$ cat config.mk
export PLATFORM = sky130hd
export DESIGN_NAME = edf_priority_ranker_flat
export DESIGN_NICKNAME = d
export VERILOG_FILES = /design/src/design/edfr_pkg.sv /design/src/design/edfr_if.sv /design/src/design/edfr_min_unit.sv /design/src/design/edf_priority_ranker.sv /design/src/flat_wrapper.sv
export SDC_FILE = /design/constraint.sdc
export NUM_CORES = 1
export LEC_CHECK = 0
export ABC_AREA = 0
export BUFFER_PORTS_ARGS = -buffer_cell sky130_fd_sc_hd__buf_2
export CAP_MARGIN = 20
export CORE_MARGIN = 4
export CORE_UTILIZATION = 60
export CTS_CLUSTER_SIZE = 16
export DETAILED_ROUTE_END_ITERATION = 12
export PLACE_DENSITY = 0.8
export SETUP_SLACK_MARGIN = 0.15
export SYNTH_ARGS = -nofsm -noshare
export SYNTH_HDL_FRONTEND = slang
export SYNTH_SLANG_ARGS = --single-unit
$ cat constraint.sdc
create_clock -name clk -period 6.9 [get_ports clk]
set_input_delay 0.69 -clock clk [delete_from_list [all_inputs] [get_ports clk]]
set_output_delay 0.69 -clock clk [all_outputs]
set_load 0.01 [all_outputs]
$ cat src/design/edfr_pkg.sv
`timescale 1ns / 1ps

package edfr_pkg;

	localparam int NUM_TASKS_DEF     = 8;
	localparam int DEADLINE_BITS_DEF = 32;

	// Field widths of the request and response channels.
	localparam int ACTION_W   = 2;
	localparam int TASK_ID_W  = 3;
	localparam int DEADLINE_W = 32;
	localparam int RANK_W     = 3;
	localparam int PRIO_W     = 6;

	localparam logic [PRIO_W-1:0] PRIO_MAX      = 6'd63;
	localparam logic [PRIO_W-1:0] BASE_PRIO_RST = 6'd1;

	typedef enum logic [ACTION_W-1:0] {
		ACT_WRITE  = 2'd0,
		ACT_REMOVE = 2'd1,
		ACT_EVAL   = 2'd2
	} edfr_action_t;

	typedef enum logic [1:0] {
		ST_IDLE,
		ST_SCAN,
		ST_EMIT
	} edfr_state_t;

	typedef struct packed {
		logic step;
		logic first;
		logic eligible;
	} edfr_scan_ctrl_t;

endpackage

$ cat src/design/edfr_if.sv
`timescale 1ns / 1ps

interface edfr_req_if;
	logic                            valid;
	logic                            ready;
	logic [edfr_pkg::ACTION_W-1:0]   action;
	logic [edfr_pkg::TASK_ID_W-1:0]  task_id;
	logic [edfr_pkg::DEADLINE_W-1:0] deadline;

	modport source (output valid, action, task_id, deadline, input ready);
	modport sink (input valid, action, task_id, deadline, output ready);
endinterface

interface edfr_rsp_if;
	logic                           valid;
	logic                           ready;
	logic [edfr_pkg::RANK_W-1:0]    rank;
	logic [edfr_pkg::TASK_ID_W-1:0] ranked_task;
	logic                           task_present;
	logic [edfr_pkg::PRIO_W-1:0]    new_priority;
	logic                           priority_changed;
	logic [edfr_pkg::TASK_ID_W-1:0] leader_task;
	logic                           leader_valid;
	logic                           preempted;
	logic                           last;

	modport source (output valid, rank, ranked_task, task_present, new_priority,
		priority_changed, leader_task, leader_valid, preempted, last, input ready);
	modport sink (input valid, rank, ranked_task, task_present, new_priority,
		priority_changed, leader_task, leader_valid, preempted, last, output ready);
endinterface

$ cat src/design/edfr_min_unit.sv
`timescale 1ns / 1ps

module edfr_min_unit #(
	parameter int DW = 32,
	parameter int TW = 3
) (
	input  logic                      clk,
	input  logic                      arst_n,
	input  edfr_pkg::edfr_scan_ctrl_t ctrl,
	input  logic [DW-1:0]             cand_dl,
	input  logic [TW-1:0]             cand_idx,
	output logic [TW-1:0]             best_idx
);
	import edfr_pkg::*;

	logic [DW-1:0] best_dl_q;
	logic [TW-1:0] best_idx_q;
	logic          found_q;
	logic          take;

	// Candidates arrive in ascending index order, so a strict compare keeps
	// the lower index on equal deadlines.
	assign take = ctrl.step && ctrl.eligible &&
		(ctrl.first || !found_q || (cand_dl < best_dl_q));

	always_ff @(posedge clk or negedge arst_n) begin
		if (!arst_n) begin
			found_q <= 1'b0;
		end else if (ctrl.step) begin
			found_q <= take || (found_q && !ctrl.first);
		end
	end

	always_ff @(posedge clk) begin
		if (take) begin
			best_dl_q  <= cand_dl;
			best_idx_q <= cand_idx;
		end
	end

	assign best_idx = best_idx_q;

endmodule

$ cat src/design/edf_priority_ranker.sv
`timescale 1ns / 1ps
// Channel   Dir  Handshake      Carries
// req       in   valid/ready    action, task_id, deadline
// rsp       out  valid/ready    one ranked task per response, last on the final rank
// cfg       in   cfg_we         base_priority in cfg_data
//
// Write and remove requests update the table as they are accepted. An evaluate request
// runs a selection sort through one shared deadline comparator: for each rank, a scan
// over all NUM_TASKS slots, then an issue step that emits that rank's response.
// req.ready is low for the whole evaluation; a stalled rsp holds the issue step.
// arst_n clears all task state and sets base_priority to 1.

module edf_priority_ranker #(
	parameter int NUM_TASKS     = edfr_pkg::NUM_TASKS_DEF,
	parameter int DEADLINE_BITS = edfr_pkg::DEADLINE_BITS_DEF
) (
	input  logic                        clk,
	input  logic                        arst_n,
	input  logic                        cfg_we,
	input  logic [edfr_pkg::PRIO_W-1:0] cfg_data,
	edfr_req_if.sink                    req,
	edfr_rsp_if.source                  rsp
);
	import edfr_pkg::*;

	localparam int TW = $clog2(NUM_TASKS);
	localparam int DW = (DEADLINE_BITS < DEADLINE_W) ? DEADLINE_BITS : DEADLINE_W;
	localparam int SW = PRIO_W + 1;
	localparam logic [TW-1:0] LAST_IDX = TW'(NUM_TASKS - 1);

	edfr_state_t state_q, state_d;

	logic [PRIO_W-1:0]    base_q;
	logic [DW-1:0]        dl_q [NUM_TASKS];
	logic [PRIO_W-1:0]    prio_q [NUM_TASKS];
	logic [NUM_TASKS-1:0] present_q;
	logic [NUM_TASKS-1:0] used_q;
	logic [TW-1:0]        scan_q;
	logic [TW-1:0]        rank_q;
	logic [TW-1:0]        leader_q;
	logic                 leader_ok_q;
	logic [TW-1:0]        prev_leader_q;
	logic                 prev_leader_ok_q;
	logic                 any_chg_q;

	logic                 out_valid_q;
	logic [RANK_W-1:0]    out_rank_q;
	logic [TASK_ID_W-1:0] out_task_q;
	logic                 out_present_q;
	logic [PRIO_W-1:0]    out_prio_q;
	logic                 out_chg_q;
	logic [TASK_ID_W-1:0] out_leader_q;
	logic                 out_leader_ok_q;
	logic                 out_preempt_q;
	logic                 out_last_q;

	edfr_scan_ctrl_t scan_ctrl;
	logic            req_fire;
	logic            emit_fire;
	logic            req_ready;
	logic [TW-1:0]   tid;
	logic            tid_ok;
	logic [TW-1:0]   best_idx;
	logic [SW-1:0]   prio_sum;
	logic [PRIO_W-1:0] prio_new;
	logic            best_present;
	logic            chg;
	logic            last_rank;
	logic [TW-1:0]   leader_now;
	logic            leader_ok_now;
	logic            preempt_now;

	assign req_fire = req.valid && req_ready;
	assign req.ready = req_ready;
	assign tid = TW'(req.task_id);
	assign tid_ok = int'(req.task_id) < NUM_TASKS;

	always_comb begin
		state_d = state_q;
		case (state_q)
			ST_IDLE: begin
				if (req_fire && (req.action == ACT_EVAL)) begin
					state_d = ST_SCAN;
				end
			end
			ST_SCAN: begin
				if (scan_q == LAST_IDX) begin
					state_d = ST_EMIT;
				end
			end
			ST_EMIT: begin
				if (emit_fire) begin
					state_d = last_rank ? ST_IDLE : ST_SCAN;
				end
			end
			default: begin
				state_d = ST_IDLE;
			end
		endcase
	end

	always_comb begin
		req_ready = 1'b0;
		emit_fire = 1'b0;
		scan_ctrl = '0;
		case (state_q)
			ST_IDLE: begin
				req_ready = 1'b1;
			end
			ST_SCAN: begin
				scan_ctrl.step     = 1'b1;
				scan_ctrl.first    = (scan_q == '0);
				scan_ctrl.eligible = !used_q[scan_q];
			end
			ST_EMIT: begin
				emit_fire = !out_valid_q || rsp.ready;
			end
			default: begin
				req_ready = 1'b0;
			end
		endcase
	end

	edfr_min_unit #(
		.DW(DW),
		.TW(TW)
	) u_min (
		.clk     (clk),
		.arst_n  (arst_n),
		.ctrl    (scan_ctrl),
		.cand_dl (dl_q[scan_q]),
		.cand_idx(scan_q),
		.best_idx(best_idx)
	);

	// Priority for this rank is base + NUM_TASKS - 1 - rank, saturated.
	assign prio_sum = SW'(base_q) + SW'(NUM_TASKS - 1) - SW'(rank_q);
	assign prio_new = (prio_sum > SW'(PRIO_MAX)) ? PRIO_MAX : prio_sum[PRIO_W-1:0];
	assign best_present = present_q[best_idx];
	assign chg = best_present && (prio_q[best_idx] != prio_new);
	assign last_rank = (rank_q == LAST_IDX);
	assign leader_now = (rank_q == '0) ? (best_present ? best_idx : '0) : leader_q;
	assign leader_ok_now = (rank_q == '0) ? best_present : leader_ok_q;
	assign preempt_now = last_rank && (any_chg_q || chg) && leader_ok_now &&
		prev_leader_ok_q && (leader_now != prev_leader_q);

	always_ff @(posedge clk or negedge arst_n) begin
		if (!arst_n) begin
			state_q <= ST_IDLE;
		end else begin
			state_q <= state_d;
		end
	end

	always_ff @(posedge clk or negedge arst_n) begin
		if (!arst_n) begin
			base_q <= BASE_PRIO_RST;
		end else if (cfg_we) begin
			base_q <= cfg_data;
		end
	end

	always_ff @(posedge clk or negedge arst_n) begin
		if (!arst_n) begin
			for (int i = 0; i < NUM_TASKS; i++) begin
				dl_q[i]   <= '0;
				prio_q[i] <= '0;
			end
			present_q <= '0;
		end else begin
			if (req_fire && tid_ok) begin
				case (edfr_action_t'(req.action))
					ACT_WRITE: begin
						dl_q[tid]      <= DW'(req.deadline);
						present_q[tid] <= 1'b1;
					end
					ACT_REMOVE: begin
						present_q[tid] <= 1'b0;
					end
					default: begin
					end
				endcase
			end
			// An absent task loses its stored priority when it is ranked.
			if (emit_fire) begin
				prio_q[best_idx] <= best_present ? prio_new : '0;
			end
		end
	end

	always_ff @(posedge clk or negedge arst_n) begin
		if (!arst_n) begin
			used_q           <= '0;
			scan_q           <= '0;
			rank_q           <= '0;
			leader_q         <= '0;
			leader_ok_q      <= 1'b0;
			prev_leader_q    <= '0;
			prev_leader_ok_q <= 1'b0;
			any_chg_q        <= 1'b0;
		end else begin
			if (req_fire && (req.action == ACT_EVAL)) begin
				used_q    <= '0;
				scan_q    <= '0;
				rank_q    <= '0;
				any_chg_q <= 1'b0;
			end
			if (scan_ctrl.step) begin
				scan_q <= (scan_q == LAST_IDX) ? '0 : scan_q + 1'b1;
			end
			if (emit_fire) begin
				used_q[best_idx] <= 1'b1;
				rank_q           <= last_rank ? '0 : rank_q + 1'b1;
				any_chg_q        <= any_chg_q || chg;
				leader_q         <= leader_now;
				leader_ok_q      <= leader_ok_now;
				if (last_rank) begin
					prev_leader_q    <= leader_now;
					prev_leader_ok_q <= leader_ok_now;
				end
			end
		end
	end

	always_ff @(posedge clk or negedge arst_n) begin
		if (!arst_n) begin
			out_valid_q <= 1'b0;
		end else if (emit_fire) begin
			out_valid_q <= 1'b1;
		end else if (rsp.ready) begin
			out_valid_q <= 1'b0;
		end
	end

	always_ff @(posedge clk) begin
		if (emit_fire) begin
			out_rank_q      <= RANK_W'(rank_q);
			out_task_q      <= TASK_ID_W'(best_idx);
			out_present_q   <= best_present;
			out_prio_q      <= prio_new;
			out_chg_q       <= chg;
			out_leader_q    <= TASK_ID_W'(leader_now);
			out_leader_ok_q <= leader_ok_now;
			out_preempt_q   <= preempt_now;
			out_last_q      <= last_rank;
		end
	end

	assign rsp.valid            = out_valid_q;
	assign rsp.rank             = out_rank_q;
	assign rsp.ranked_task      = out_task_q;
	assign rsp.task_present     = out_present_q;
	assign rsp.new_priority     = out_prio_q;
	assign rsp.priority_changed = out_chg_q;
	assign rsp.leader_task      = out_leader_q;
	assign rsp.leader_valid     = out_leader_ok_q;
	assign rsp.preempted        = out_preempt_q;
	assign rsp.last             = out_last_q;

	// While scanning, at least one task is still waiting for a rank.
	a_unranked_left: assert property (@(posedge clk) disable iff (!arst_n)
		(state_q == ST_SCAN) |-> !(&used_q))
		else $error("scan started with every task already ranked");

	a_last_to_idle: assert property (@(posedge clk) disable iff (!arst_n)
		(emit_fire && last_rank) |=> (state_q == ST_IDLE) && (&used_q))
		else $error("evaluation ended without ranking every task");

	a_preempt_last: assert property (@(posedge clk) disable iff (!arst_n)
		(rsp.valid && rsp.preempted) |-> (rsp.last && rsp.leader_valid))
		else $error("preemption flagged off the final response");

	a_busy_no_req: assert property (@(posedge clk) disable iff (!arst_n)
		(emit_fire && !last_rank) |=> !req.ready)
		else $error("request taken in the middle of an evaluation");

endmodule

$ cat src/flat_wrapper.sv
// flat-port wrapper written by rule: the top's interface ports become plain ports
module edf_priority_ranker_flat import edfr_pkg::*;
#(
	parameter int NUM_TASKS     = edfr_pkg::NUM_TASKS_DEF,
	parameter int DEADLINE_BITS = edfr_pkg::DEADLINE_BITS_DEF
)
  (clk, arst_n, cfg_we, cfg_data, req_valid, req_action, req_task_id, req_deadline, req_ready, rsp_valid, rsp_rank, rsp_ranked_task, rsp_task_present, rsp_new_priority, rsp_priority_changed, rsp_leader_task, rsp_leader_valid, rsp_preempted, rsp_last, rsp_ready);
  edfr_req_if req_i ();
  edfr_rsp_if rsp_i ();
  input  logic clk;
  input  logic arst_n;
  input  logic cfg_we;
  input  logic [edfr_pkg::PRIO_W-1:0] cfg_data;
  input wire logic [$bits(req_i.valid)-1:0] req_valid;
  input wire logic [$bits(req_i.action)-1:0] req_action;
  input wire logic [$bits(req_i.task_id)-1:0] req_task_id;
  input wire logic [$bits(req_i.deadline)-1:0] req_deadline;
  output wire logic [$bits(req_i.ready)-1:0] req_ready;
  output wire logic [$bits(rsp_i.valid)-1:0] rsp_valid;
  output wire logic [$bits(rsp_i.rank)-1:0] rsp_rank;
  output wire logic [$bits(rsp_i.ranked_task)-1:0] rsp_ranked_task;
  output wire logic [$bits(rsp_i.task_present)-1:0] rsp_task_present;
  output wire logic [$bits(rsp_i.new_priority)-1:0] rsp_new_priority;
  output wire logic [$bits(rsp_i.priority_changed)-1:0] rsp_priority_changed;
  output wire logic [$bits(rsp_i.leader_task)-1:0] rsp_leader_task;
  output wire logic [$bits(rsp_i.leader_valid)-1:0] rsp_leader_valid;
  output wire logic [$bits(rsp_i.preempted)-1:0] rsp_preempted;
  output wire logic [$bits(rsp_i.last)-1:0] rsp_last;
  input wire logic [$bits(rsp_i.ready)-1:0] rsp_ready;
  assign req_i.valid = req_valid;
  assign req_i.action = req_action;
  assign req_i.task_id = req_task_id;
  assign req_i.deadline = req_deadline;
  assign req_ready = req_i.ready;
  assign rsp_valid = rsp_i.valid;
  assign rsp_rank = rsp_i.rank;
  assign rsp_ranked_task = rsp_i.ranked_task;
  assign rsp_task_present = rsp_i.task_present;
  assign rsp_new_priority = rsp_i.new_priority;
  assign rsp_priority_changed = rsp_i.priority_changed;
  assign rsp_leader_task = rsp_i.leader_task;
  assign rsp_leader_valid = rsp_i.leader_valid;
  assign rsp_preempted = rsp_i.preempted;
  assign rsp_last = rsp_i.last;
  assign rsp_i.ready = rsp_ready;
  edf_priority_ranker #(.NUM_TASKS(NUM_TASKS), .DEADLINE_BITS(DEADLINE_BITS)) u_core (.clk(clk), .arst_n(arst_n), .cfg_we(cfg_we), .cfg_data(cfg_data), .req(req_i), .rsp(rsp_i));
endmodule
==> impl_metrics.yaml <==
global_route:
  grt_pass1_wl_um: 63100
  gr-usage-all-layers_pct: 23.4
  antenna_found_initial: 2
  grt_max_degree: 122
  grt_pass1_vias: 11500
  grt.overflow.total: 0
clock_tree:
  clk_path_buf_depth: 3
  clk_pin_slew_ns: 0.06
  numClockSinks: 400
  cts_buffers: 42
  cts_tree: "done"
  cts_resized: 0
  htreeDepth: 2
  holdBufCountCts: 0
  root_buffer: "clkbuf_16"
  post_cts_buffers: 0
  clock_latency_ns: 0.54
routing:
  dr_total_vias: 10800
  drt_wl_total_um: 38700
  drtIter0Drc: 731
  dr.pass1.iters: 5
  final_antenna_net_count: 0
  drcViolationCount: 0
  post_drt_wl_per_cell_um: 21.9
  vias_per_cell: 6.11
logic_synthesis:
  synth_area_um2: 18700
  synthFlopType: "dfrtp_1"
  syn-num-nets: 1367
  yosys-top-cells-count: "dfrtp_1 (344), mux2_2 (289), nand2_1 (89)"
  async_flop_share_pct: 86.3
  synth_edf_count: 55
  synthDistinctLibCells: 68
  synth-seq-cells: 400
  ys_top_cells_by_area: "dfrtp_1 (46%), mux2_2 (17%), mux4_2 (8.9%)"
  ys_seq_area_share_pct: 55.1
  yosysMostFrequentCell: "dfrtp_1"
  yosys.area.top_type: "dfrtp_1"
  syn_inst: 1271
  syn_avg_cell_area_um2: 14.7
  yosys_warnings: 0
  netlist.area_leader.share_pct: 46.1
layout:
  final_core_util_pct: 67.8
  drive_above_1_share_pct: 41.9
  final_area_um2: 20800
  syn2layout_area_growth_pct: 11.4
  instances_no_fill: 1767
  final_nets: 1432
floorplan:
  pin_count: 70
  start_util_pct: 60.8
  dieArea_um2: 34000
  core_area_um2: 30700
  num_rows: 64
  die_h_um: 184
  dieWidth_um: 184
timing:
  period_needed_ns: 4.70
  slew_headroom_pct: 25.1
  fin_hold_ws_ns: 0.139
  final_max_slew_viol_count: 0
  max_freq_mhz: 213
  setup_ws_ns: 2.20
  worst_pin_slew_ns: 1.12
  finalSetupTns_ns: 0
  setup_violations: 0
  rsz0062_at_grt: "no"
  fin_crit_sh_pct: 68.2
  final_hold_viol_count: 0
  finClkSkew_ns: 0.0207
placed_design:
  port_buffers: 69
  dp.cells: 1685
  place_area_um2: 19300
  dp_slack_ns: 2.16
  hpwl_um: 23400
  gp_congestion: 0.797
critical_path:
  cp_max_fo: 34
  r2r_slack_ns: 2.20
  path_class: "reg2reg"
  ff2ff_path_depth: 12
  cp_data_arrival_time_ns: 4.90
  worstSetupEndpointType: "register"
  critPathLaunchType: "register"
  worstPathRequired_ns: 7.10
  regToRegEndpoint: "u_core.u_min.best_dl_q[4]$_DFFE_PP_"
  r2r-start: "u_core.scan_q[0]$_DFFE_PN0P_"
power_and_ir_drop:
  leakage_nw: 9.69
  powerDensity_nw_per_um2: 409
  finalPower_mw: 8.49
  vdd_ir_drop_max_v: 0.000246
min_path:
  hold_class: "in2async"
flow_run:
  max-cap-violations: 0
outcome:
  status: "complete, no violations"
flip-flops by register name, summed over array words and instances, names as in the netlist, 6 cells and up, named ones only:
signal / cells
u_core.rsp.new_priority: 6
u_core.base_q: 6
u_core.used_q: 8
u_core.u_min.best_dl_q: 32
u_core.prio_q: 48
u_core.dl_q: 256
logic make-up after synthesis:
family	after synthesis	share of synthesized area [%]
muxes	404	29.6
DFF	400	55.1
and+or+nand+nor	172	4.71
buffers and inverters	124	2.96
AOI/OAI and AO/OA	114	3.94
adders and majority gates	48	3.26
xor gates and xnor gates	9	0.422
layout make-up:
class                           count  area, um2
Sequential cell                   400      10300
Fill cell                        2100       9890
Multi-Input combinational cell    747       7850
Clock buffer                       65       1300
Timing Repair Buffer               87        548
Tap cell                          396        495
Inverter                           58        218
Clock inverter                     12       67.6
Antenna cell                        2       5.00
routing by layer:
metal,share of wire (%),track usage [%],vias up
met5,0,0,-
met4,2.5,6.54,0
met3,4.4,3.85,75
met2,49,38.4,248
met1,44,32.9,5664
li1,-,-,4802
worst max-delay path, cell delays in order, from the launching register on:
cell	delay [ns]
dfrtp_4	0.90
buf_4	0.41
mux4_2	0.54
mux2_2	0.30
ha_1	0.20
a21o_1	0.15
a21o_1	0.16
a221oi_1	0.27
o21ai_0	0.19
a21oi_1	0.18
o21bai_1	0.12
a31oi_4	0.53
buf_4	0.40
how the worst max path moves through the flow:
stage	slack [ns]	from	endpoint	cells after the start
after global routing	1.87	u_core.scan_q[0]$_DFFE_PN0P_	u_core.u_min.best_dl_q[2]$_DFFE_PP_	12
final	2.20	u_core.scan_q[0]$_DFFE_PN0P_	u_core.u_min.best_dl_q[4]$_DFFE_PP_	12
after CTS	2.17	u_core.scan_q[0]$_DFFE_PN0P_	u_core.u_min.best_dl_q[2]$_DFFE_PP_	12
after global placement	2.25	u_core.scan_q[0]$_DFFE_PN0P_	u_core.u_min.best_dl_q[10]$_DFFE_PP_	12
after floorplan	1.36	u_core.scan_q[0]$_DFFE_PN0P_	u_core.u_min.best_dl_q[0]$_DFFE_PP_	12
after detailed placement	2.16	u_core.scan_q[0]$_DFFE_PN0P_	u_core.u_min.best_idx[2]$_DFFE_PP_	12
cells in the final DEF, fill, tap and decap left out, drive strengths merged, types with 5 or more instances in the layout:
master,synthesis,layout
dfrtp,344,344
mux2,323,323
nand2,89,89
buf,42,87
mux4,75,75
clkbuf,24,65
inv,57,59
edfxtp,55,55
ha,47,47
o21ai,40,40
a21oi,16,16
nor2,16,16
a21o,14,14
nand3,11,11
clkinv,1,11
nand4,10,10
nand2b,10,10
nor3,9,9
o211ai,8,8
xnor2,7,7
mux2i,6,6
and2,5,5
o21a,5,5
o22ai,5,5
power by group:
group	switching (mW)	internal (mW)	total [mW]	leakage [nW]
sequential	0.459	3.14	3.60	5.08
clock	0.908	1.30	2.21	0.687
combinational	1.30	1.39	2.69	3.92
total	2.67	5.83	8.49	9.69
No activity file was read; power rests on OpenSTA's default activity.
